$ cat src/hw/rtl/shbm_pkg.sv
`timescale 1ns / 1ps
// ----------------------------------------------------------------------------
// shbm_pkg
// Shared constants, types and helpers of the sliding Hamming best-match unit.
// ----------------------------------------------------------------------------
package shbm_pkg;

    // Sizing
    localparam int MAX_PATTERN = 64;
    localparam int IDX_W       = $clog2(MAX_PATTERN);
    localparam int CNT_W       = $clog2(MAX_PATTERN + 1);
    localparam int SYM_W       = 8;
    localparam int LEN_W       = 7;

    // Command codes
    localparam logic CMD_LOAD   = 1'b0;
    localparam logic CMD_GENOME = 1'b1;

    // Status codes
    localparam logic STAT_OK    = 1'b0;
    localparam logic STAT_SHORT = 1'b1;

    // Compare stage handed from the window to the scorer
    typedef struct packed {
        logic                   valid;
        logic                   last;
        logic                   full;
        logic                   too_short;
        logic [MAX_PATTERN-1:0] match;
    } t_s1;

    // Length in use: zero acts as one, large values clamp to the store depth
    function automatic logic [CNT_W-1:0] eff_len(input logic [LEN_W-1:0] v);
        logic [CNT_W-1:0] r;
        if (v == '0) begin
            r = CNT_W'(1);
        end else if (v > LEN_W'(MAX_PATTERN)) begin
            r = CNT_W'(MAX_PATTERN);
        end else begin
            r = CNT_W'(v);
        end
        return r;
    endfunction

endpackage

$ cat src/hw/rtl/shbm_in_if.sv
`timescale 1ns / 1ps
// ----------------------------------------------------------------------------
// shbm_in_if
// Input channel: pattern loads and genome symbols.
// ----------------------------------------------------------------------------
interface shbm_in_if;
    logic                          valid;
    logic                          ready;
    logic                          cmd;
    logic [shbm_pkg::IDX_W-1:0]    pattern_index;
    logic [shbm_pkg::SYM_W-1:0]    symbol;
    logic                          last;

    modport source (output valid, cmd, pattern_index, symbol, last, input ready);
    modport sink   (input valid, cmd, pattern_index, symbol, last, output ready);
endinterface

$ cat src/hw/rtl/shbm_out_if.sv
`timescale 1ns / 1ps
// ----------------------------------------------------------------------------
// shbm_out_if
// Result channel: best match count and status.
// ----------------------------------------------------------------------------
interface shbm_out_if;
    logic                          valid;
    logic                          ready;
    logic [shbm_pkg::CNT_W-1:0]    best_count;
    logic                          status;

    modport source (output valid, best_count, status, input ready);
    modport sink   (input valid, best_count, status, output ready);
endinterface

$ cat src/hw/rtl/shbm_window.sv
`timescale 1ns / 1ps
// ----------------------------------------------------------------------------
// shbm_window
// Pattern store, genome shift window and per-position compare register.
// ----------------------------------------------------------------------------
module shbm_window (
    input  logic                        i_clk,
    input  logic                        i_rst_n,
    shbm_in_if.sink                     i_in,
    input  logic [shbm_pkg::CNT_W-1:0]  i_len,
    input  logic                        i_stall,
    output shbm_pkg::t_s1               o_s1
);
    import shbm_pkg::*;

    logic [SYM_W-1:0] r_pat [MAX_PATTERN];
    logic [SYM_W-1:0] r_win [MAX_PATTERN];
    logic [SYM_W-1:0] n_win [MAX_PATTERN];
    logic [CNT_W-1:0] r_seen;
    logic [CNT_W-1:0] n_seen;
    t_s1              r_s1;
    t_s1              n_s1;
    logic             accept;
    logic             gen_acc;

    assign i_in.ready = !i_stall;
    assign accept     = i_in.valid && i_in.ready;
    assign gen_acc    = accept && (i_in.cmd == CMD_GENOME);

    // Window after this symbol is shifted in (entry 0 newest)
    always_comb begin
        n_win[0] = i_in.symbol;
        for (int j = 1; j < MAX_PATTERN; j++) begin
            n_win[j] = r_win[j-1];
        end
    end

    // Saturating genome count
    assign n_seen = (r_seen < CNT_W'(MAX_PATTERN)) ? r_seen + CNT_W'(1) : r_seen;

    // Compare window (oldest first) against the pattern, lanes beyond len masked
    always_comb begin
        logic [CNT_W-1:0] pos;
        pos              = '0;
        n_s1.valid       = gen_acc;
        n_s1.last        = i_in.last;
        n_s1.full        = (n_seen >= i_len);
        n_s1.too_short   = (n_seen < i_len);
        for (int i = 0; i < MAX_PATTERN; i++) begin
            pos          = i_len - CNT_W'(i) - CNT_W'(1);
            n_s1.match[i] = (CNT_W'(i) < i_len) && (n_win[pos[IDX_W-1:0]] == r_pat[i]);
        end
    end

    // Storage, no reset
    always_ff @(posedge i_clk) begin
        if (accept && (i_in.cmd == CMD_LOAD)) begin
            r_pat[i_in.pattern_index] <= i_in.symbol;
        end
        if (gen_acc) begin
            r_win <= n_win;
        end
    end

    // Control and compare stage
    always_ff @(posedge i_clk) begin
        if (!i_rst_n) begin
            r_seen   <= '0;
            r_s1     <= '0;
        end else begin
            if (gen_acc) begin
                r_seen <= i_in.last ? '0 : n_seen;
            end
            if (!i_stall) begin
                r_s1 <= n_s1;
            end
        end
    end

    assign o_s1 = r_s1;

`ifndef SYNTHESIS
    a_seen_bound: assert property (@(posedge i_clk) disable iff (!i_rst_n)
        r_seen <= CNT_W'(MAX_PATTERN))
        else $error("genome count beyond store depth");
    a_last_clears: assert property (@(posedge i_clk) disable iff (!i_rst_n)
        gen_acc && i_in.last |=> r_seen == '0)
        else $error("genome count not cleared after last symbol");
    a_full_excl: assert property (@(posedge i_clk) disable iff (!i_rst_n)
        r_s1.valid |-> (r_s1.full != r_s1.too_short))
        else $error("full and short flags disagree");
`endif

endmodule

$ cat src/hw/rtl/shbm_score.sv
`timescale 1ns / 1ps
// ----------------------------------------------------------------------------
// shbm_score
// Match popcount, running best and the result register.
// ----------------------------------------------------------------------------
module shbm_score (
    input  logic                i_clk,
    input  logic                i_rst_n,
    input  shbm_pkg::t_s1       i_s1,
    output logic                o_stall,
    shbm_out_if.source          o_out
);
    import shbm_pkg::*;

    logic [CNT_W-1:0] r_best;
    logic [CNT_W-1:0] cnt;
    logic [CNT_W-1:0] cand;
    logic             r_out_valid;
    logic [CNT_W-1:0] r_out_count;
    logic             r_out_status;
    logic             process;

    // Hold the compare stage only when a new result meets an untaken one
    assign o_stall = i_s1.valid && i_s1.last && r_out_valid && !o_out.ready;
    assign process = i_s1.valid && !o_stall;

    assign cnt  = CNT_W'($countones(i_s1.match));
    assign cand = (i_s1.full && (cnt > r_best)) ? cnt : r_best;

    always_ff @(posedge i_clk) begin
        if (!i_rst_n) begin
            r_best      <= '0;
            r_out_valid <= 1'b0;
        end else begin
            if (process) begin
                r_best <= i_s1.last ? '0 : cand;
            end
            if (process && i_s1.last) begin
                r_out_valid <= 1'b1;
            end else if (o_out.ready) begin
                r_out_valid <= 1'b0;
            end
        end
    end

    // Result payload
    always_ff @(posedge i_clk) begin
        if (process && i_s1.last) begin
            r_out_count  <= i_s1.too_short ? '0 : cand;
            r_out_status <= i_s1.too_short ? STAT_SHORT : STAT_OK;
        end
    end

    assign o_out.valid      = r_out_valid;
    assign o_out.best_count = r_out_count;
    assign o_out.status     = r_out_status;

`ifndef SYNTHESIS
    a_result_loads: assert property (@(posedge i_clk) disable iff (!i_rst_n)
        process && i_s1.last |=> r_out_valid)
        else $error("last symbol produced no result");
    a_short_zero: assert property (@(posedge i_clk) disable iff (!i_rst_n)
        r_out_valid && (r_out_status == STAT_SHORT) |-> r_out_count == '0)
        else $error("short genome with nonzero count");
    a_best_bound: assert property (@(posedge i_clk) disable iff (!i_rst_n)
        r_best <= CNT_W'(MAX_PATTERN))
        else $error("best count beyond pattern depth");
`endif

endmodule

$ cat src/hw/rtl/sliding_hamming_best_match_unit.sv
`timescale 1ns / 1ps
// A result goes out through the compare register and then the result register after
// its last genome symbol is accepted. Throughput: one item per cycle while input
// ready is high; the shift window, the per-lane compare and the 64-bit popcount
// each finish within one register stage. Input ready drops only while a result waits
// untaken and another last symbol sits in the compare stage. Reset clears the length
// (to 1), counts and valids; the pattern store holds no reset value until written.
// ----------------------------------------------------------------------------
// sliding_hamming_best_match_unit
// Loads a pattern, streams genome symbols and reports the best window match.
// ----------------------------------------------------------------------------
module sliding_hamming_best_match_unit (
    input  logic                        i_clk,
    input  logic                        i_rst_n,
    input  logic                        i_cfg_we,
    input  logic [shbm_pkg::LEN_W-1:0]  i_cfg_wdata,
    shbm_in_if.sink                     i_in,
    shbm_out_if.source                  o_out
);
    import shbm_pkg::*;

    logic [LEN_W-1:0] r_len;
    logic [CNT_W-1:0] len;
    t_s1              s1;
    logic             stall;

    // Pattern length register
    always_ff @(posedge i_clk) begin
        if (!i_rst_n) begin
            r_len <= LEN_W'(1);
        end else if (i_cfg_we) begin
            r_len <= i_cfg_wdata;
        end
    end

    assign len = eff_len(r_len);

    shbm_window u_window (
        .i_clk   (i_clk),
        .i_rst_n (i_rst_n),
        .i_in    (i_in),
        .i_len   (len),
        .i_stall (stall),
        .o_s1    (s1)
    );

    shbm_score u_score (
        .i_clk   (i_clk),
        .i_rst_n (i_rst_n),
        .i_s1    (s1),
        .o_stall (stall),
        .o_out   (o_out)
    );

endmodule

$ cat src/flat_wrapper.sv
// flat-port wrapper written by rule: the top's interface ports become plain ports
module sliding_hamming_best_match_unit_flat import shbm_pkg::*;
  (i_clk, i_rst_n, i_cfg_we, i_cfg_wdata, i_in_valid, i_in_cmd, i_in_pattern_index, i_in_symbol, i_in_last, i_in_ready, o_out_valid, o_out_best_count, o_out_status, o_out_ready);
  shbm_in_if i_in_i ();
  shbm_out_if o_out_i ();
  input  logic i_clk;
  input  logic i_rst_n;
  input  logic i_cfg_we;
  input  logic [shbm_pkg::LEN_W-1:0] i_cfg_wdata;
  input wire logic [$bits(i_in_i.valid)-1:0] i_in_valid;
  input wire logic [$bits(i_in_i.cmd)-1:0] i_in_cmd;
  input wire logic [$bits(i_in_i.pattern_index)-1:0] i_in_pattern_index;
  input wire logic [$bits(i_in_i.symbol)-1:0] i_in_symbol;
  input wire logic [$bits(i_in_i.last)-1:0] i_in_last;
  output wire logic [$bits(i_in_i.ready)-1:0] i_in_ready;
  output wire logic [$bits(o_out_i.valid)-1:0] o_out_valid;
  output wire logic [$bits(o_out_i.best_count)-1:0] o_out_best_count;
  output wire logic [$bits(o_out_i.status)-1:0] o_out_status;
  input wire logic [$bits(o_out_i.ready)-1:0] o_out_ready;
  assign i_in_i.valid = i_in_valid;
  assign i_in_i.cmd = i_in_cmd;
  assign i_in_i.pattern_index = i_in_pattern_index;
  assign i_in_i.symbol = i_in_symbol;
  assign i_in_i.last = i_in_last;
  assign i_in_ready = i_in_i.ready;
  assign o_out_valid = o_out_i.valid;
  assign o_out_best_count = o_out_i.best_count;
  assign o_out_status = o_out_i.status;
  assign o_out_i.ready = o_out_ready;
  sliding_hamming_best_match_unit u_core (.i_clk(i_clk), .i_rst_n(i_rst_n), .i_cfg_we(i_cfg_we), .i_cfg_wdata(i_cfg_wdata), .i_in(i_in_i), .o_out(o_out_i));
endmodule
$ cat config.mk
export PLATFORM = sky130hd
export DESIGN_NAME = sliding_hamming_best_match_unit_flat
export DESIGN_NICKNAME = d
export VERILOG_FILES = /design/src/hw/rtl/shbm_pkg.sv /design/src/hw/rtl/shbm_in_if.sv /design/src/hw/rtl/shbm_out_if.sv /design/src/hw/rtl/shbm_window.sv /design/src/hw/rtl/shbm_score.sv /design/src/hw/rtl/sliding_hamming_best_match_unit.sv /design/src/flat_wrapper.sv
export SDC_FILE = /design/constraint.sdc
export NUM_CORES = 2
export LEC_CHECK = 0
export BUFFER_PORTS_ARGS = -buffer_cell sky130_fd_sc_hd__buf_2
export CORE_UTILIZATION = 40
export CTS_CLUSTER_SIZE = 25
export DETAILED_ROUTE_END_ITERATION = 8
export RECOVER_POWER = 25
export SYNTH_ARGS = -nofsm -noshare
export SYNTH_HDL_FRONTEND = slang
export SYNTH_HIERARCHICAL = 1
export SYNTH_SLANG_ARGS = --single-unit
$ cat constraint.sdc
create_clock -name i_clk -period 17.35 [get_ports i_clk]
set_input_delay 2.6025 -clock i_clk [delete_from_list [all_inputs] [get_ports i_clk]]
set_output_delay 2.6025 -clock i_clk [all_outputs]
set_load 0.05 [all_outputs]
After elaboration in Yosys (flattened, before gate mapping)
Memories as Yosys holds them, arrays and structs flattened.
Index checks and enable logic that the tools add are counted.
- register bits: 602
- input bits: 28
- memories kept: 1
- word-level logic and storage cells: 807
- RAM bits: 512
- output and inout port bits: 10
- bits in latches: 0
- bits in read-only memories: 0
- memories (name ; depth ; width ; read ports ; clocked after memory_dff ; write ports ; line ; RTL):
    u_core.u_window.r_pat ; 64 ; 8 ; 64 ; 0 ; 1 ; shbm_window.sv:16 ; logic [SYM_W-1:0] r_pat [MAX_PATTERN];
- mux-type cells: 203
- reduce and logical (&&, ||, !) cells: 77
- bitwise gates (word level): 65
- $mul: 0
- order comparisons: 133
- divide/modulo/power cells: 0
- $add $sub $neg: 190
- equal/unequal tests: 64
- shift-type cells: 0
- operators by type and width (cell ; count):
    8-bit binary-select mux with 6-bit select ; 64
    8-bit two-way mux ; 128
    8-bit == test ; 64
    7-bit >= comparator (second input constant) ; 64
    6-bit inverter with 7-bit output ; 64
    6-bit by 1-bit subtractor with 6-bit output (second input constant) ; 64
    6-bit by 7-bit < comparator with 1-bit output (first input constant) ; 32
    6-bit subtractor (second input constant) ; 32
    5-bit by 7-bit < comparator with 1-bit output (first input constant) ; 16
    6-bit by 5-bit subtractor with 6-bit output (second input constant) ; 16
    1-bit logical AND ; 73
    1-bit by 1-bit adder with 2-bit output ; 32
    4-bit by 7-bit < comparator with 1-bit output (first input constant) ; 8
    2-bit by 2-bit adder with 3-bit output ; 16
    6-bit by 4-bit subtractor with 6-bit output (second input constant) ; 8
    7-bit two-way mux ; 6
    3-bit by 3-bit adder with 4-bit output ; 8
    3-bit by 7-bit < comparator with 1-bit output (first input constant) ; 4
    6-bit by 3-bit subtractor with 6-bit output (second input constant) ; 4
    4-bit by 4-bit adder with 5-bit output ; 4
    1-bit by 7-bit < comparator with 1-bit output (first input constant) ; 2
    2-bit by 7-bit < comparator with 1-bit output (first input constant) ; 2
    5-bit by 5-bit adder with 6-bit output ; 2
    6-bit by 2-bit subtractor with 6-bit output (second input constant) ; 2
    other kinds (12) ; 17

Longest topological paths before layout
- depth in word-level cells: 11
- gate-level depth with buffers: 32
- depth with buffers taken out: 31

By module
Netlist, hierarchy kept.
- modules (own cells, without submodules) (module ; cells an instance ; seq. area each (µm²) ; area an instance (µm²) ; instances):
    shbm_window ; 5694 ; 32010.7 ; 83480.1 ; 1
    shbm_score ; 282 ; 400.4 ; 2813.9 ; 1
    sliding_hamming_best_match_unit ; 31 ; 140.1 ; 320.3 ; 1

Worst setup path after synthesis
OpenSTA, ideal clock, no wires.
- path kind: input to register
- start point: in o_out_ready
- end point: reg u_core.u_window.r_win (netlist bit u_core/u_window/n_win[0]), enable pin
- stages on the path: 6
- data arrival time: 13204 ps
- library setup time: 849 ps
- slack: 3298 ps
- required time: 16501 ps
- cells stage by stage: nand2b_1 nor2_1 clkbuf_1 inv_1 nand3_1 inv_1
- longest elaborated chain between the ends: 5
- ends and longest elaborated chain (item ; line ; RTL):
    start, declared ; flat_wrapper.sv:19 ; input wire logic [$bits(o_out_i.ready)-1:0] o_out_ready;
    1-bit logical NOT ; shbm_score.sv:24 ; assign o_stall = i_s1.valid && i_s1.last && r_out_valid && !o_out.ready;
    1-bit logical AND ; shbm_score.sv:24 ;
    named net u_core.stall ; sliding_hamming_best_match_unit.sv:25 ; logic stall;
    1-bit logical NOT ; shbm_window.sv:26 ; assign i_in.ready = !i_stall;
    named net i_in_ready ; flat_wrapper.sv:15 ; output wire logic [$bits(i_in_i.ready)-1:0] i_in_ready;
    1-bit logical AND ; shbm_window.sv:27 ; assign accept = i_in.valid && i_in.ready;
    1-bit logical AND ; shbm_window.sv:28 ; assign gen_acc = accept && (i_in.cmd == CMD_GENOME);
    named net u_core.u_window.gen_acc ; shbm_window.sv:24 ; logic gen_acc;
    end signal, assigned ; shbm_window.sv:61 ; r_win <= n_win;
    end, declared ; shbm_window.sv:17 ; logic [SYM_W-1:0] r_win [MAX_PATTERN];
The timed path passes the listed nets, and every way through them passes these cells.
A chain may end at the register's enable or synchronous reset.

Final worst setup path
- start point: reg u_core.u_window.r_s1 (netlist bit u_core/u_window/o_s1[32])
- end point: reg u_core.u_score.r_best[4]
- longest elaborated chain between the ends: 10
- ends and longest elaborated chain (item ; line ; RTL):
    start, declared ; shbm_window.sv:21 ; t_s1 r_s1;
    start signal, assigned ; shbm_window.sv:75 ; r_s1 <= n_s1;
    1-bit by 1-bit adder with 2-bit output (not written as such) (*) ; shbm_score.sv:27 ; assign cnt = CNT_W'($countones(i_s1.match));
    2-bit by 2-bit adder with 3-bit output (not written as such) (*) ; shbm_score.sv:27 ;
    3-bit by 3-bit adder with 4-bit output (not written as such) (*) ; shbm_score.sv:27 ;
    4-bit by 4-bit adder with 5-bit output (not written as such) (*) ; shbm_score.sv:27 ;
    5-bit by 5-bit adder with 6-bit output (not written as such) (*) ; shbm_score.sv:27 ;
    6-bit by 6-bit adder with 7-bit output (not written as such) (*) ; shbm_score.sv:27 ;
    7-bit greater-than comparator ; shbm_score.sv:28 ; assign cand = (i_s1.full && (cnt > r_best)) ? cnt : r_best;
    1-bit logical AND ; shbm_score.sv:28 ;
    7-bit two-way mux (*) ; shbm_score.sv:28 ;
    7-bit two-way mux (*) ; shbm_score.sv:36 ; r_best <= i_s1.last ? '0 : cand;
    end signal, assigned ; shbm_score.sv:36 ;
    end, declared ; shbm_score.sv:15 ; logic [CNT_W-1:0] r_best;
Mark *: on every way between the ends. The rest lies on a longest branch, timed or not.

==> results by group <==
Detailed routing
  – Wire length per cell: 43.46 um
  – Initial DRC count: 11870
  – Vias: 65330
  – # DRC: 1
  – Drt pass-1 iters: 8
  – Routed WL: 387100 um
  – Via density per instance: 7.336
  – Antenna-violating nets left: 0

Synth
  – Mean Syn Cell Area: 14.42 um^2
  – Synth top area cells: edfxtp_1, mux4_2, mux2i_1, xnor2_1, xor2_1
  – Largest area contributor in the netlist: edfxtp_1
  – Syn. warnings: 6
  – Post-synthesis cell count: 6007
  – Post-Synth XOR/XNOR Area: 0.06061
  – Dominant synthesized flop cell: edfxtp_1
  – Largest family of logic cells by synthesized area: multiplexers
  – Area share of and/or/nand/nor cells after synthesis: 0.05005
  – Synth Cell Area: 86610 um^2
  – Yosys reg bits: 1114
  – Synth Area in Adders: 0.02100
  – Mux share of post-synthesis cell area: 0.4051
  – Async SR Flop Fraction: 0
  – Syn nets: 6151
  – Number of synthesized flops with an enable pin: 1024
  – Synth Area in Compound Gates: 0.05567
  – Unique masters post-synth: 92
  – Sequential-to-total area share from yosys stat: 0.3758
  – Top-area cell type share of the netlist area: 0.3550

Place
  – Post-DP Area: 90540 um^2
  – Placed wire-length estimate: 290000 um
  – IO Port Bufs: 37
  – GPL Wtd Cong: 1.068

Finish
  – Final Cell Area: 95240 um^2
  – Layout cell share with drive strength beyond 1: 0.3235
  – Final Net Count: 6075
  – Area delta synth->final: 9.960%

Worst setup path
  – CP Max Fanout: 14
  – Worst EP arrival: 10220 ps
  – Reg-to-reg startpoint: u_core/u_window/o_s1[32]
  – R2R Setup Slk: 7830 ps
  – CP startpoint: u_core/u_window/o_s1[32]
  – CP Capture Type: flip-flop
  – Capture point of the worst path: u_core/u_score/r_best[4]
  – CP Class: flip-flop to flip-flop
  – R2R Path End: u_core/u_score/r_best[4]
  – Worst reg2reg path depth: 27
  – CP startpoint kind: flip-flop
  – CP required: 18050 ps

Global route
  – Largest net degree at the start of global routing: 160
  – Number of global-route vias before repair: 59720
  – GRT overflow: 0
  – Initial antenna violation count: 30
  – First-pass GRT wire length: 520700 um
  – GRT Overall Usage: 0.3505

Clock tree
  – TritonCTS clock tree: yes
  – CTS Buf Count: 143
  – Root Driver: clkbuf_16
  – CTS H-tree depth: 4
  – Clock sink count: 1114
  – CTS Buffer Depth: 3
  – Post-CTS setup buffer count: 0
  – Clk_lat worst skew: 860 ps
  – Hold bufs inserted after CTS: 0
  – CTS resizes: 0
  – Clk slew on worst S/H paths: 60 ps

Die
  – Num rows: 170
  – Die X: 467.3 um
  – Die height: 467.3 um
  – Top Ports: 38
  – Initial Util: 0.4032
  – Die area: 218400 um^2
  – Core Footprint: 214800 um^2

Run
  – Max-cap viol count: 1

Power
  – Worst vdd ir: 126.5 uV
  – Static leakage: 0.03212 uW
  – Sequential power share: 0.280
  – PwrDens: 114.8 nW/um^2
  – Clk pwr share: 0.279
  – P_int: 6547 uW
  – Switching pwr: 4391 uW
  – Sw frac: 0.4014
  – Comb pwr share: 0.441

STA
  – Rel. slew slack: -0.7110
  – Final setup viols: 0
  – Unrepaired setup endpoints after global routing: no
  – Tcrit/Tclk final: 0.5489
  – Final hold viol count: 0
  – Minimum clock period: 9523 ps
  – Fin. max-slew vios: 31
  – Slew @ Worst Pin: 2567 ps
  – Clock skew: 53.80 ps
  – Fmax: 105.0 MHz
  – Final TNS setup: 0 ps

Run status
  – Status: complete, but fails checks
  – Failing checks: design-rule violations, max-capacitance violations, max-slew violations

Hold path
  – Hold Path Class: flip-flop to flip-flop
==> worst min-delay path by stage <==
stage	end	slack (ps)	from	depth (start not counted)
2_1_floorplan	u_core/u_window/o_s1[11]	420	u_core/u_window/o_s1[11]	2
5_1_grt	u_core/u_window/o_s1[35]	490	u_core/u_window/o_s1[35]	1
6_report	u_core/u_window/o_s1[9]	460	u_core/u_window/o_s1[9]	2
4_1_cts	u_core/u_window/o_s1[9]	460	u_core/u_window/o_s1[9]	2
3_3_place_gp	u_core/u_window/o_s1[9]	440	u_core/u_window/o_s1[9]	2
3_5_place_dp	u_core/u_window/o_s1[9]	450	u_core/u_window/o_s1[9]	2
==> cell usage after synthesis, drive strengths merged, types with 27 or more instances <==
cell	number
nand4	29
a221oi	90
mux4	1229
and3	27
o21ai	110
nand2	329
a22oi	38
nor4	58
and2	39
edfxtp	1024
ha	67
buf	260
xnor2	323
fa	49
dfxtp	90
nor2	270
clkbuf	197
nand3	81
mux2i	550
nor2b	33
mux2	169
a211oi	32
nor3	46
a21oi	143
xor2	270
a22o	83
inv	159
==> per-stage QoR <==
stage	util	total power [uW]	setup WS [ps]	hold WS [ps]	std cells
floorplan	-	5939	3298	419.8	6007
global placement	0.4214	7678	7967	439.2	8624
detailed placement	0.4214	7712	7904	445.6	8624
CTS	0.4432	10760	7855	459.6	8885
global route	0.4431	11080	7439	487.3	8886
finish	0.4433	10940	7827	459.1	8906
==> power by group through the flow <==
stage / clock [uW] / sequential [uW] / combinational (uW)
after floorplan: 0 / 3110 / 2830
after global placement: 0 / 3110 / 4570
after detailed placement: 0 / 3120 / 4600
after CTS: 3080 / 3060 / 4620
after global routing: 3170 / 3070 / 4830
final: 3050 / 3060 / 4820
==> layer usage <==
metal / global-route usage / up-vias / share of wire / wire [um]
met5: 0 / - / 0.00042 / 162
met4: 0.2627 / 18 / 0.093 / 35860
met3: 0.1288 / 1016 / 0.15 / 56660
met2: 0.4885 / 5412 / 0.42 / 160900
met1: 0.4432 / 34230 / 0.34 / 133500
li1: - / 24660 / - / -
==> cell families (layout without fill, tap and decap cells) <==
logic type	count (synthesis)	after routing
compound gates	670	670
xor+xnor	594	594
fa+ha+maj	116	116
buf+inv	617	657
flops	1114	1114
mux	1948	1948
other cells	0	21
simple gates	948	948
==> sequential cells by signal (all words and copies together), names as in the netlist <==
register	flops
u_core/u_window/r_pat	512
u_core/u_window/n_win	504
u_core/u_window/o_s1	68
u_core/r_len	7
u_core/u_score/o_out.best_count	7
u_core/u_score/r_best	7
u_core/u_window/r_seen	7
u_core/u_score/o_out.status	1
u_core/u_score/o_out.valid	1
==> critical path, stage by stage, from the launching register on <==
cell and delay (ps):
dfxtp_1 330, inv_1 70, fa_1 570, fa_1 460, fa_1 510, fa_1 650, fa_1 470, fa_1 490
inv_1 40, ha_1 190, inv_1 70, fa_1 450, fa_1 490, fa_1 530, fa_1 520, fa_1 540
inv_1 70, fa_1 460, a211oi_1 320, o21ai_1 140, a21oi_2 160, xnor2_1 230, ha_1 330, nand4_1 130
o21a_1 180, a21boi_4 490, o21ai_2 220, a32o_1 260
==> area by class of cell <==
| class | instances | area [um^2] |
|---|---|---|
| diodes | 21 | 52.55 |
| clock buffers | 193 | 3983 |
| clock inverters | 68 | 685.7 |
| fillers | 18970 | 119600 |
| inverters | 160 | 615.6 |
| multi-input cells | 4276 | 51990 |
| flip-flops and latches | 1114 | 32550 |
| well taps | 2838 | 3551 |
| repair buffers | 236 | 1809 |
==> placed cells by master, fill, tap and decap left out, drive strengths merged, types with 9 or more instances in the layout <==
| cell type | count |
|---|---|
| a2111oi | 10 |
| a211oi | 32 |
| a21oi | 143 |
| a221oi | 90 |
| a22o | 83 |
| a22oi | 38 |
| a31oi | 16 |
| a32o | 19 |
| and2 | 39 |
| and3 | 27 |
| buf | 230 |
| bufinv | 10 |
| clkbuf | 199 |
| clkinv | 45 |
| dfxtp | 90 |
| diode | 21 |
| edfxtp | 1024 |
| fa | 49 |
| ha | 67 |
| inv | 167 |
| mux2 | 169 |
| mux2i | 550 |
| mux4 | 1229 |
| nand2 | 329 |
| nand2b | 9 |
| nand3 | 81 |
| nand4 | 29 |
| nor2 | 270 |
| nor2b | 33 |
| nor3 | 46 |
| nor4 | 58 |
| o2111ai | 20 |
| o211ai | 12 |
| o21ai | 110 |
| o22ai | 16 |
| o31ai | 10 |
| o41ai | 11 |
| xnor2 | 323 |
| xor2 | 270 |
(Power assumes the default switching activity.)
